`src/sv/tlvp_pkg.sv`:
```
// Shared types and constants of the TLV list parser with item table.
package tlvp_pkg;

  // Input commands
  typedef enum logic [1:0] {
    CMD_BYTE   = 2'd0,
    CMD_FRAME  = 2'd1,
    CMD_LOOKUP = 2'd2,
    CMD_NOP    = 2'd3
  } cmd_e;

  // Result status codes
  typedef enum logic [2:0] {
    ST_ADDED    = 3'd0,
    ST_DUP      = 3'd1,
    ST_FULL     = 3'd2,
    ST_TRAIL    = 3'd3,
    ST_HIT      = 3'd4,
    ST_MISS     = 3'd5,
    ST_MISMATCH = 3'd6,
    ST_UNUSED   = 3'd7
  } status_e;

  // Work handed from the parser to the table engine
  typedef enum logic [1:0] {
    OP_NONE     = 2'd0,
    OP_COMPLETE = 2'd1,
    OP_TRAIL    = 2'd2,
    OP_LOOKUP   = 2'd3
  } op_kind_e;

  typedef struct packed {
    op_kind_e    kind;
    logic        clear;
    logic [15:0] id;
    logic [15:0] len;
    logic [15:0] off;
  } op_t;

  localparam int unsigned QueueDepth = 4;
  localparam int unsigned QueuePtrW  = $clog2(QueueDepth);

endpackage

```
`src/sv/tlv_list_parser_table_top.sv`:
```
// Top level of the TLV list parser with item table.
//
//   channel | direction | handshake         | payload
//   --------+-----------+-------------------+----------------------------------------------
//   request | in        | push / full       | command, data_byte, last_byte, query_id/length
//   result  | out       | empty / pop       | status, item_id, item_length, payload_offset,
//           |           |                   | entry_index, entry_count
//   config  | in        | cfg_we_i          | cfg_wdata_i (big_endian)
//
// The parser takes one request per cycle while its four-deep work queue has room.
// Plain frame bytes that finish no item and neither open nor end a frame cost no table
// time. A completed item or a lookup in a non-empty table is searched entry by entry,
// each entry read and then compared, through the single table read port until a hit
// (all stored entries on a miss); a completed item meeting a full table is not searched.
// Trailing reports and clears need no search. Reset empties the table at once via the
// entry count; no sweep. A result waiting in the output register holds the engine; the
// parser stalls only once the work queue behind it is full.
module tlv_list_parser_table_top #(
  parameter int unsigned MAX_ENTRIES = 16
) (
  input  logic        clk_i,
  input  logic        rst_ni,
  input  logic        cfg_we_i,
  input  logic        cfg_wdata_i,
  input  logic        push,
  output logic        full,
  input  logic [1:0]  command_i,
  input  logic [7:0]  data_byte_i,
  input  logic        last_byte_i,
  input  logic [15:0] query_id_i,
  input  logic [15:0] query_length_i,
  output logic        empty,
  input  logic        pop,
  output logic [2:0]  status_o,
  output logic [15:0] item_id_o,
  output logic [15:0] item_length_o,
  output logic [15:0] payload_offset_o,
  output logic [3:0]  entry_index_o,
  output logic [4:0]  entry_count_o
);
  import tlvp_pkg::*;

  logic q_full, q_empty, q_pop, op_push, accept;
  op_t  op_in, op_out;

  // Take a request only when the queue can hold whatever it issues
  assign full   = q_full;
  assign accept = push && !q_full;

  tlvp_front u_front (
    .clk_i          (clk_i),
    .rst_ni         (rst_ni),
    .cfg_we_i       (cfg_we_i),
    .cfg_wdata_i    (cfg_wdata_i),
    .accept_i       (accept),
    .command_i      (command_i),
    .data_byte_i    (data_byte_i),
    .last_byte_i    (last_byte_i),
    .query_id_i     (query_id_i),
    .query_length_i (query_length_i),
    .op_push_o      (op_push),
    .op_o           (op_in)
  );

  tlvp_queue u_queue (
    .clk_i   (clk_i),
    .rst_ni  (rst_ni),
    .push_i  (op_push),
    .op_i    (op_in),
    .full_o  (q_full),
    .pop_i   (q_pop),
    .op_o    (op_out),
    .empty_o (q_empty)
  );

  tlvp_back #(
    .MAX_ENTRIES (MAX_ENTRIES)
  ) u_back (
    .clk_i            (clk_i),
    .rst_ni           (rst_ni),
    .q_empty_i        (q_empty),
    .q_op_i           (op_out),
    .q_pop_o          (q_pop),
    .pop              (pop),
    .empty            (empty),
    .status_o         (status_o),
    .item_id_o        (item_id_o),
    .item_length_o    (item_length_o),
    .payload_offset_o (payload_offset_o),
    .entry_index_o    (entry_index_o),
    .entry_count_o    (entry_count_o)
  );

endmodule

```
`src/sv/tlvp_front.sv`:
```
// Byte parser: assembles id, length and payload count, and issues table work.
module tlvp_front (
  input  logic          clk_i,
  input  logic          rst_ni,
  input  logic          cfg_we_i,
  input  logic          cfg_wdata_i,
  input  logic          accept_i,
  input  logic [1:0]    command_i,
  input  logic [7:0]    data_byte_i,
  input  logic          last_byte_i,
  input  logic [15:0]   query_id_i,
  input  logic [15:0]   query_length_i,
  output logic          op_push_o,
  output tlvp_pkg::op_t op_o
);
  import tlvp_pkg::*;

  typedef enum logic [4:0] {
    PH_ID_A    = 5'b00001,
    PH_ID_B    = 5'b00010,
    PH_LEN_A   = 5'b00100,
    PH_LEN_B   = 5'b01000,
    PH_PAYLOAD = 5'b10000
  } phase_e;

  phase_e      phase_q, phase_d;
  logic [15:0] pos_q, pos_d;
  logic [15:0] pid_q, pid_d;
  logic [15:0] plen_q, plen_d;
  logic [15:0] prem_q, prem_d;
  logic [15:0] poff_q, poff_d;
  logic        big_endian_q, big_endian_d;

  function automatic logic [15:0] place_byte(input logic [15:0] field, input logic [7:0] b,
                                             input logic first, input logic be);
    logic [15:0] r;
    if (first) begin
      r = be ? {b, 8'h00} : {8'h00, b};
    end else begin
      r = be ? (field | {8'h00, b}) : (field | {b, 8'h00});
    end
    return r;
  endfunction

  assign big_endian_d = cfg_we_i ? cfg_wdata_i : big_endian_q;

  always_comb begin
    phase_e      ph;
    logic [15:0] pos, pid, plen, prem, poff, pos_inc;
    logic        complete;
    phase_d   = phase_q;
    pos_d     = pos_q;
    pid_d     = pid_q;
    plen_d    = plen_q;
    prem_d    = prem_q;
    poff_d    = poff_q;
    op_push_o = 1'b0;
    op_o      = '0;
    ph        = phase_q;
    pos       = pos_q;
    pid       = pid_q;
    plen      = plen_q;
    prem      = prem_q;
    poff      = poff_q;
    pos_inc   = 16'd0;
    complete  = 1'b0;
    if (accept_i && command_i == CMD_LOOKUP) begin
      op_push_o = 1'b1;
      op_o.kind = OP_LOOKUP;
      op_o.id   = query_id_i;
      op_o.len  = query_length_i;
    end else if (accept_i && command_i != CMD_NOP) begin
      // a new frame drops any half-built item
      if (command_i == CMD_FRAME) begin
        ph   = PH_ID_A;
        pos  = 16'd0;
        pid  = 16'd0;
        plen = 16'd0;
        prem = 16'd0;
        poff = 16'd0;
      end
      pos_inc = pos + 16'd1;
      unique case (ph)
        PH_ID_A: begin
          pid  = place_byte(16'd0, data_byte_i, 1'b1, big_endian_q);
          plen = 16'd0;
          poff = 16'd0;
          ph   = PH_ID_B;
        end
        PH_ID_B: begin
          pid = place_byte(pid, data_byte_i, 1'b0, big_endian_q);
          ph  = PH_LEN_A;
        end
        PH_LEN_A: begin
          plen = place_byte(16'd0, data_byte_i, 1'b1, big_endian_q);
          ph   = PH_LEN_B;
        end
        PH_LEN_B: begin
          plen = place_byte(plen, data_byte_i, 1'b0, big_endian_q);
          poff = pos_inc;
          prem = plen;
          if (plen == 16'd0) begin
            complete = 1'b1;
            ph       = PH_ID_A;
          end else begin
            ph = PH_PAYLOAD;
          end
        end
        PH_PAYLOAD: begin
          prem = prem - 16'd1;
          if (prem == 16'd0) begin
            complete = 1'b1;
            ph       = PH_ID_A;
          end
        end
        default: begin
          ph = PH_ID_A;
        end
      endcase
      op_push_o  = complete || last_byte_i || (command_i == CMD_FRAME);
      op_o.clear = (command_i == CMD_FRAME);
      op_o.id    = pid;
      op_o.len   = plen;
      if (complete) begin
        op_o.kind = OP_COMPLETE;
        op_o.off  = poff;
      end else if (last_byte_i) begin
        op_o.kind = OP_TRAIL;
      end else begin
        op_o.kind = OP_NONE;
      end
      if (last_byte_i) begin
        phase_d = PH_ID_A;
        pos_d   = 16'd0;
        pid_d   = 16'd0;
        plen_d  = 16'd0;
        prem_d  = 16'd0;
        poff_d  = 16'd0;
      end else begin
        phase_d = ph;
        pos_d   = pos_inc;
        pid_d   = pid;
        plen_d  = plen;
        prem_d  = prem;
        poff_d  = poff;
      end
    end
  end

  always_ff @(posedge clk_i or negedge rst_ni) begin
    if (!rst_ni) begin
      phase_q      <= PH_ID_A;
      pos_q        <= 16'd0;
      pid_q        <= 16'd0;
      plen_q       <= 16'd0;
      prem_q       <= 16'd0;
      poff_q       <= 16'd0;
      big_endian_q <= 1'b0;
    end else begin
      phase_q      <= phase_d;
      pos_q        <= pos_d;
      pid_q        <= pid_d;
      plen_q       <= plen_d;
      prem_q       <= prem_d;
      poff_q       <= poff_d;
      big_endian_q <= big_endian_d;
    end
  end

endmodule

```
`src/sv/tlvp_queue.sv`:
```
// Short work queue between the parser and the table engine.
module tlvp_queue (
  input  logic          clk_i,
  input  logic          rst_ni,
  input  logic          push_i,
  input  tlvp_pkg::op_t op_i,
  output logic          full_o,
  input  logic          pop_i,
  output tlvp_pkg::op_t op_o,
  output logic          empty_o
);
  import tlvp_pkg::*;

  op_t                  slot_q [QueueDepth];
  logic [QueuePtrW-1:0] wr_ptr_q, wr_ptr_d;
  logic [QueuePtrW-1:0] rd_ptr_q, rd_ptr_d;
  logic [QueuePtrW:0]   count_q, count_d;
  logic                 do_push, do_pop;

  assign full_o  = (count_q == (QueuePtrW + 1)'(QueueDepth));
  assign empty_o = (count_q == '0);
  assign do_push = push_i && !full_o;
  assign do_pop  = pop_i && !empty_o;
  assign op_o    = slot_q[rd_ptr_q];

  always_comb begin
    wr_ptr_d = do_push ? wr_ptr_q + 1'b1 : wr_ptr_q;
    rd_ptr_d = do_pop ? rd_ptr_q + 1'b1 : rd_ptr_q;
    count_d  = count_q;
    if (do_push && !do_pop) begin
      count_d = count_q + 1'b1;
    end else if (do_pop && !do_push) begin
      count_d = count_q - 1'b1;
    end
  end

  always_ff @(posedge clk_i) begin
    if (do_push) begin
      slot_q[wr_ptr_q] <= op_i;
    end
  end

  always_ff @(posedge clk_i or negedge rst_ni) begin
    if (!rst_ni) begin
      wr_ptr_q <= '0;
      rd_ptr_q <= '0;
      count_q  <= '0;
    end else begin
      wr_ptr_q <= wr_ptr_d;
      rd_ptr_q <= rd_ptr_d;
      count_q  <= count_d;
    end
  end

endmodule

```
`src/sv/tlvp_back.sv`:
```
// Table engine: id table, sequential search, result register.
module tlvp_back #(
  parameter int unsigned MAX_ENTRIES = 16
) (
  input  logic          clk_i,
  input  logic          rst_ni,
  input  logic          q_empty_i,
  input  tlvp_pkg::op_t q_op_i,
  output logic          q_pop_o,
  input  logic          pop,
  output logic          empty,
  output logic [2:0]    status_o,
  output logic [15:0]   item_id_o,
  output logic [15:0]   item_length_o,
  output logic [15:0]   payload_offset_o,
  output logic [3:0]    entry_index_o,
  output logic [4:0]    entry_count_o
);
  import tlvp_pkg::*;

  localparam int unsigned IdxW = (MAX_ENTRIES > 1) ? $clog2(MAX_ENTRIES) : 1;
  localparam int unsigned CntW = $clog2(MAX_ENTRIES + 1);

  typedef enum logic [3:0] {
    BK_IDLE     = 4'b0001,
    BK_SCAN_RD  = 4'b0010,
    BK_SCAN_CMP = 4'b0100,
    BK_EMIT     = 4'b1000
  } back_state_e;

  back_state_e     state_q, state_d;
  op_t             op_q, op_d;
  logic [CntW-1:0] cnt_q, cnt_d;
  logic [IdxW-1:0] addr_q, addr_d;

  status_e         res_status_q, res_status_d;
  logic [15:0]     res_id_q, res_id_d;
  logic [15:0]     res_len_q, res_len_d;
  logic [15:0]     res_off_q, res_off_d;
  logic [IdxW-1:0] res_idx_q, res_idx_d;
  logic            add_q, add_d;

  logic            out_v_q, out_v_d;
  logic [2:0]      out_status_q;
  logic [15:0]     out_id_q, out_len_q, out_off_q;
  logic [3:0]      out_idx_q;
  logic [4:0]      out_cnt_q;

  logic [15:0]     id_mem  [MAX_ENTRIES];
  logic [15:0]     len_mem [MAX_ENTRIES];
  logic [15:0]     off_mem [MAX_ENTRIES];
  logic [15:0]     rd_id_q, rd_len_q, rd_off_q;

  logic            slot_free, load_out, mem_we;
  logic [CntW-1:0] cnt_after;
  logic [31:0]     cnt_wide, idx_wide;

  assign slot_free = !out_v_q || pop;
  assign load_out  = (state_q == BK_EMIT) && slot_free;
  assign mem_we    = load_out && add_q;
  assign cnt_after = add_q ? cnt_q + 1'b1 : cnt_q;
  assign cnt_wide  = 32'(cnt_after);
  assign idx_wide  = 32'(res_idx_q);
  assign q_pop_o   = (state_q == BK_IDLE) && !q_empty_i;

  always_comb begin
    logic [CntW-1:0] cnt_eff;
    logic            hit;
    state_d      = state_q;
    op_d         = op_q;
    cnt_d        = cnt_q;
    addr_d       = addr_q;
    res_status_d = res_status_q;
    res_id_d     = res_id_q;
    res_len_d    = res_len_q;
    res_off_d    = res_off_q;
    res_idx_d    = res_idx_q;
    add_d        = add_q;
    cnt_eff      = q_op_i.clear ? '0 : cnt_q;
    hit          = (rd_id_q == op_q.id);
    unique case (state_q)
      BK_IDLE: begin
        if (!q_empty_i) begin
          op_d         = q_op_i;
          cnt_d        = cnt_eff;
          addr_d       = '0;
          add_d        = 1'b0;
          res_id_d     = q_op_i.id;
          res_len_d    = q_op_i.len;
          res_off_d    = q_op_i.off;
          res_idx_d    = '0;
          unique case (q_op_i.kind)
            OP_NONE: begin
              state_d = BK_IDLE;
            end
            OP_TRAIL: begin
              res_status_d = ST_TRAIL;
              res_off_d    = 16'd0;
              state_d      = BK_EMIT;
            end
            OP_COMPLETE: begin
              if (cnt_eff >= CntW'(MAX_ENTRIES)) begin
                res_status_d = ST_FULL;
                state_d      = BK_EMIT;
              end else if (cnt_eff == '0) begin
                res_status_d = ST_ADDED;
                add_d        = 1'b1;
                state_d      = BK_EMIT;
              end else begin
                state_d = BK_SCAN_RD;
              end
            end
            OP_LOOKUP: begin
              if (cnt_eff == '0) begin
                res_status_d = ST_MISS;
                res_off_d    = 16'd0;
                state_d      = BK_EMIT;
              end else begin
                state_d = BK_SCAN_RD;
              end
            end
            default: begin
              state_d = BK_IDLE;
            end
          endcase
        end
      end
      BK_SCAN_RD: begin
        state_d = BK_SCAN_CMP;
      end
      BK_SCAN_CMP: begin
        if (hit) begin
          res_idx_d = addr_q;
          state_d   = BK_EMIT;
          if (op_q.kind == OP_LOOKUP) begin
            res_status_d = (rd_len_q == op_q.len) ? ST_HIT : ST_MISMATCH;
            res_len_d    = rd_len_q;
            res_off_d    = rd_off_q;
          end else begin
            res_status_d = ST_DUP;
          end
        end else if (CntW'(addr_q) + 1'b1 == cnt_q) begin
          state_d = BK_EMIT;
          if (op_q.kind == OP_LOOKUP) begin
            res_status_d = ST_MISS;
            res_off_d    = 16'd0;
          end else begin
            res_status_d = ST_ADDED;
            res_idx_d    = cnt_q[IdxW-1:0];
            add_d        = 1'b1;
          end
        end else begin
          addr_d  = addr_q + 1'b1;
          state_d = BK_SCAN_RD;
        end
      end
      BK_EMIT: begin
        if (slot_free) begin
          cnt_d   = cnt_after;
          add_d   = 1'b0;
          state_d = BK_IDLE;
        end
      end
      default: begin
        state_d = BK_IDLE;
      end
    endcase
  end

  always_comb begin
    out_v_d = out_v_q;
    if (load_out) begin
      out_v_d = 1'b1;
    end else if (pop) begin
      out_v_d = 1'b0;
    end
  end

  // Table storage: one write port, one registered read port
  always_ff @(posedge clk_i) begin
    if (mem_we) begin
      id_mem[cnt_q[IdxW-1:0]]  <= res_id_q;
      len_mem[cnt_q[IdxW-1:0]] <= res_len_q;
      off_mem[cnt_q[IdxW-1:0]] <= res_off_q;
    end
    rd_id_q  <= id_mem[addr_q];
    rd_len_q <= len_mem[addr_q];
    rd_off_q <= off_mem[addr_q];
  end

  always_ff @(posedge clk_i) begin
    op_q         <= op_d;
    addr_q       <= addr_d;
    res_status_q <= res_status_d;
    res_id_q     <= res_id_d;
    res_len_q    <= res_len_d;
    res_off_q    <= res_off_d;
    res_idx_q    <= res_idx_d;
    if (load_out) begin
      out_status_q <= res_status_q;
      out_id_q     <= res_id_q;
      out_len_q    <= res_len_q;
      out_off_q    <= res_off_q;
      out_idx_q    <= idx_wide[3:0];
      out_cnt_q    <= cnt_wide[4:0];
    end
  end

  always_ff @(posedge clk_i or negedge rst_ni) begin
    if (!rst_ni) begin
      state_q <= BK_IDLE;
      cnt_q   <= '0;
      add_q   <= 1'b0;
      out_v_q <= 1'b0;
    end else begin
      state_q <= state_d;
      cnt_q   <= cnt_d;
      add_q   <= add_d;
      out_v_q <= out_v_d;
    end
  end

  assign empty            = !out_v_q;
  assign status_o         = out_status_q;
  assign item_id_o        = out_id_q;
  assign item_length_o    = out_len_q;
  assign payload_offset_o = out_off_q;
  assign entry_index_o    = out_idx_q;
  assign entry_count_o    = out_cnt_q;

endmodule

```
`config.mk`:
```
export PLATFORM = sky130hd
export DESIGN_NAME = tlv_list_parser_table_top
export DESIGN_NICKNAME = d
export VERILOG_FILES = /design/src/sv/tlvp_pkg.sv /design/src/sv/tlv_list_parser_table_top.sv /design/src/sv/tlvp_front.sv /design/src/sv/tlvp_queue.sv /design/src/sv/tlvp_back.sv
export SDC_FILE = /design/constraint.sdc
export NUM_CORES = 1
export LEC_CHECK = 0
export BUFFER_PORTS_ARGS = -buffer_cell sky130_fd_sc_hd__buf_2
export CAP_MARGIN = 5
export CORE_MARGIN = 3
export CORE_UTILIZATION = 56
export CTS_CLUSTER_DIAMETER = 50
export DETAILED_ROUTE_END_ITERATION = 10
export GPL_ROUTABILITY_DRIVEN = 0
export PLACE_DENSITY = 0.75
export REMOVE_ABC_BUFFERS = 1
export SLEW_MARGIN = 20
export SYNTH_ARGS = -nofsm -noshare
export SYNTH_HDL_FRONTEND = slang
export SYNTH_SLANG_ARGS = --single-unit
```
`constraint.sdc`:
```
create_clock -name clk_i -period 5.22 [get_ports clk_i]
set_input_delay 0.261 -clock clk_i [delete_from_list [all_inputs] [get_ports clk_i]]
set_output_delay 0.261 -clock clk_i [all_outputs]
set_load 0.01 [all_outputs]
```
==> summary.txt <==
Logic synthesis
  • Synthesized area per cell: 19.0 um2
  • Top cell type's share of synthesized area: between 60 and 70%
  • Post-synth EDFFs: 1109
  • Cell Area, Synth: 49100 um2
  • Ys async rst share: 8.25%
  • Yosys reg bits: 1261
  • Gate Count Post-Synth: 2578
  • Netlist cell types: 72
  • Cell taking the most area after synthesis: edfxtp_1
  • Top post-synthesis cells by area: edfxtp_1 (68%), mux4_2 (13%), dfrtp_1 (5.2%)
  • Synth Flop Type: edfxtp_1
  • Seq/Total Area, Yosys: 75.1%
  • Synth Warn #: 0

Global routing
  • Initial antenna violation count: 5
  • Gr usage total: between 20% and 30%
  • Largest net degree at the start of global routing: 97
  • First-pass GRT wire length: 178 mm
  • Gr ovfl total: 0
  • Vias in the first global route: 26579

Detailed routing
  • WL/cell: 29.7 um
  • Pre-Repair DR Iteration Count: 7
  • Via Count: 26121
  • DRT iter0 DRCs: ~3800
  • # DRC: 0
  • Vias/cell: ~6.5
  • DRT antenna net count: 0
  • Drt total wl: 119 mm

Timing
  • Fmax: 0.234 GHz
  • Period utilization: 81.9%
  • Worst hold slack: 0.0407 ns
  • Final Critical Period: about 4.3 ns
  • Final max-slew violation count: 0
  • Worst Tran Pin Value: 1.06 ns
  • RSZ-0062 raised after global routing: no
  • Slew headroom: 29.7%
  • Setup violators final: 0
  • Final hold violations: 0
  • Worst Clk Skew: 0.0301 ns
  • PnR worst setup slack: between 0.9 and 1 ns

Pwr
  • Sw Pwr: about 9 mW
  • Seq pwr share: between 40% and 50%
  • Power Internal: 21.3 mW
  • PwrDens: 539 nW/um2
  • Peak VDD IR: 441 uV
  • Tot Pwr: 30.1 mW
  • Switch share: 29.4%
  • Leakage: 18.5 nW
  • Comb pwr share: 20.5%
  • Clock power share: 30.6%

Cells and area
  • Layout area overhead: 13.9%
  • Commonest non-fill, non-tap cell in the layout: edfxtp_1
  • Final core occ: 64.9%
  • Non-Filler Instances: around 4000
  • Commonest non-fill, non-tap cells in the layout: edfxtp_1 (1109), mux4_2 (291), nand2_1 (219), clkbuf_16 (133), o21ai_0 (125)
  • Final net count: 2818
  • Layout cells sized above 1: 24.6%

Worst setup path
  • Worst-path fanout max: 36
  • CP Launch Type: flop
  • Setup slack, reg-to-reg: approximately 0.94 ns
  • Critical path cell sequence: nand2_1, ha_1, or4b_1, nor4_1, o221ai_1, or2_1, nor4_2, o21a_2, and2_2, buf_12
  • Crit Path Category: reg -> reg
  • Setup crit end kind: flop
  • Largest stage delay, worst path: 0.55 ns
  • Slowest-stage cell, CP: nor4_2
  • WP data arrival: about 4.7 ns
  • Cell family with most CP delay: simple AND/OR/NAND/NOR gates
  • Crit path buffers/inverters: 1
  • Worst Path Required: 5.62 ns

Floorplanning
  • Die outline width: 302 um
  • Die height: 302 um
  • Row count: 107
  • Core area: ~86000 um2
  • IO Pins: ~110
  • Initial core utilization: 57.0%
  • DIE AREA: roughly 91000 um2

Clocking
  • Clock transition at path regs: 0.06 ns
  • Clock Tree Buf Depth: 3
  • # Post-CTS Setup Buffers: 0
  • Cts hold-fix bufs: 27
  • Post-CTS Resized: 0
  • Clk_lat worst skew: roughly 0.74 ns
  • Root Driver: clkbuf_16
  • H-tree depth: 4
  • Cts bufs inserted: around 130
  • Clk sinks: 1261
  • CTS tree: built

Place
  • Dpl ws: 0.688 ns
  • DPL Wire Length: ~67 mm
  • DP Cell Count: 3737
  • PortBufs: 110

Run
  • Maximum capacitance violations: 0

Outcome
  • Outcome: complete, no violations

Hold path
  • Hold Crit Class: in -> reg
==> worst paths after layout <==
check / start / to / cells past startpoint
worst max-delay path: u_front.prem_q[0] / u_queue.slot_q[0][17] / 10
worst min-delay path: query_length_i[2] / u_queue.slot_q[3][18] / 3
min in group asynchronous: rst_ni / u_queue.rd_ptr_q[0] / 2
worst min register to register: u_back.res_idx_q[2] / u_back.entry_index_o[2] / 0
worst max register to register: u_front.prem_q[0] / u_queue.slot_q[0][17] / 10
max in group asynchronous: rst_ni / u_front.prem_q[10] / 3
==> worst min-delay path: cells and delay by family <==
kind / cells / cell delay (ns)
AO/OA/AOI/OAI: 1 / 0.20
buffers and inverters: 1 / 0.08
AND/OR/NAND/NOR: 1 / 0.08
==> registers in the layout, indices dropped and copies added, names as in the netlist, 5 cells and up <==
register / cells
u_back.op_q: 34
u_back.payload_offset_o: 16
u_back.rd_len_q: 16
u_front.poff_q: 16
u_back.item_id_o: 16
u_back.off_mem: 256
u_back.res_len_q: 16
u_back.cnt_q: 5
u_queue.slot_q: 204
u_front.plen_q: 16
u_back.item_length_o: 16
u_front.pos_q: 16
u_back.res_off_q: 16
u_back.rd_id_q: 16
u_back.id_mem: 256
u_back.entry_count_o: 5
u_front.prem_q: 16
u_front.pid_q: 16
u_back.len_mem: 256
u_front.phase_q: 5
u_back.rd_off_q: 16
==> per-stage QoR <==
stage | setup TNS [ns] | cell area (um2)
6_report | 0 | 55900
4_1_cts | 0 | 55900
3_5_place_dp | 0 | 51300
3_3_place_gp | 0 | 51200
5_1_grt | 0 | 55900
2_1_floorplan | -323.16 | 48500
==> power by group through the flow <==
| stage | Clock (mW) | Combinational, mW | Sequential [mW] |
|---|---|---|---|
| after floorplan | 0 | 4.02 | 15.0 |
| after global placement | 0 | 6.03 | 14.8 |
| after detailed placement | 0 | 6.13 | 14.9 |
| after CTS | 9.34 | 6.23 | 14.7 |
| after global routing | 9.74 | 6.58 | 14.9 |
| final | 9.22 | 6.17 | 14.8 |
==> cell families after synthesis <==
| family | Yosys count | share of synthesized area (%) |
|---|---|---|
| buf+inv | 180 | 1.41 |
| xor+xnor | 73 | 1.30 |
| simple gates | 432 | 4.10 |
| mux | 301 | 13.6 |
| compound gates | 317 | 4.13 |
| flops | 1261 | 75.1 |
| fa+ha+maj | 14 | 0.372 |
==> cell type report <==
| class | instances | area, um2 |
|---|---|---|
| Inverter | 29 | 110 |
| Multi-Input combinational cell | 1137 | 11700 |
| Timing Repair Buffer | 193 | 1440 |
| Clock inverter | 67 | 749 |
| Tap cell | 1144 | 1430 |
| Fill cell | 5425 | 30200 |
| Clock buffer | 176 | 3610 |
| Antenna cell | 2 | 5.00 |
| Sequential cell | 1261 | 36900 |
==> cell usage after synthesis (all sizes together), types with 19 or more instances <==
| cell | instances |
|---|---|
| nand2 | 219 |
| a22oi | 69 |
| nor2 | 73 |
| mux4 | 291 |
| dfrtp | 102 |
| inv | 29 |
| xor2 | 32 |
| edfxtp | 1109 |
| o21ai | 128 |
| a22o | 33 |
| buf | 32 |
| dfxtp | 48 |
| a21oi | 42 |
| clkbuf | 119 |
| nor4 | 19 |
| xnor2 | 41 |
==> per-layer routing <==
layer	vias up	global-route usage [%]	wire, um
li1	10728	-	-
met1	13524	37.7	45800
met2	1595	43.6	59000
met3	272	4.73	10700
met4	2	8.58	3520
met5	-	0	13
(Power assumes the default switching activity.)
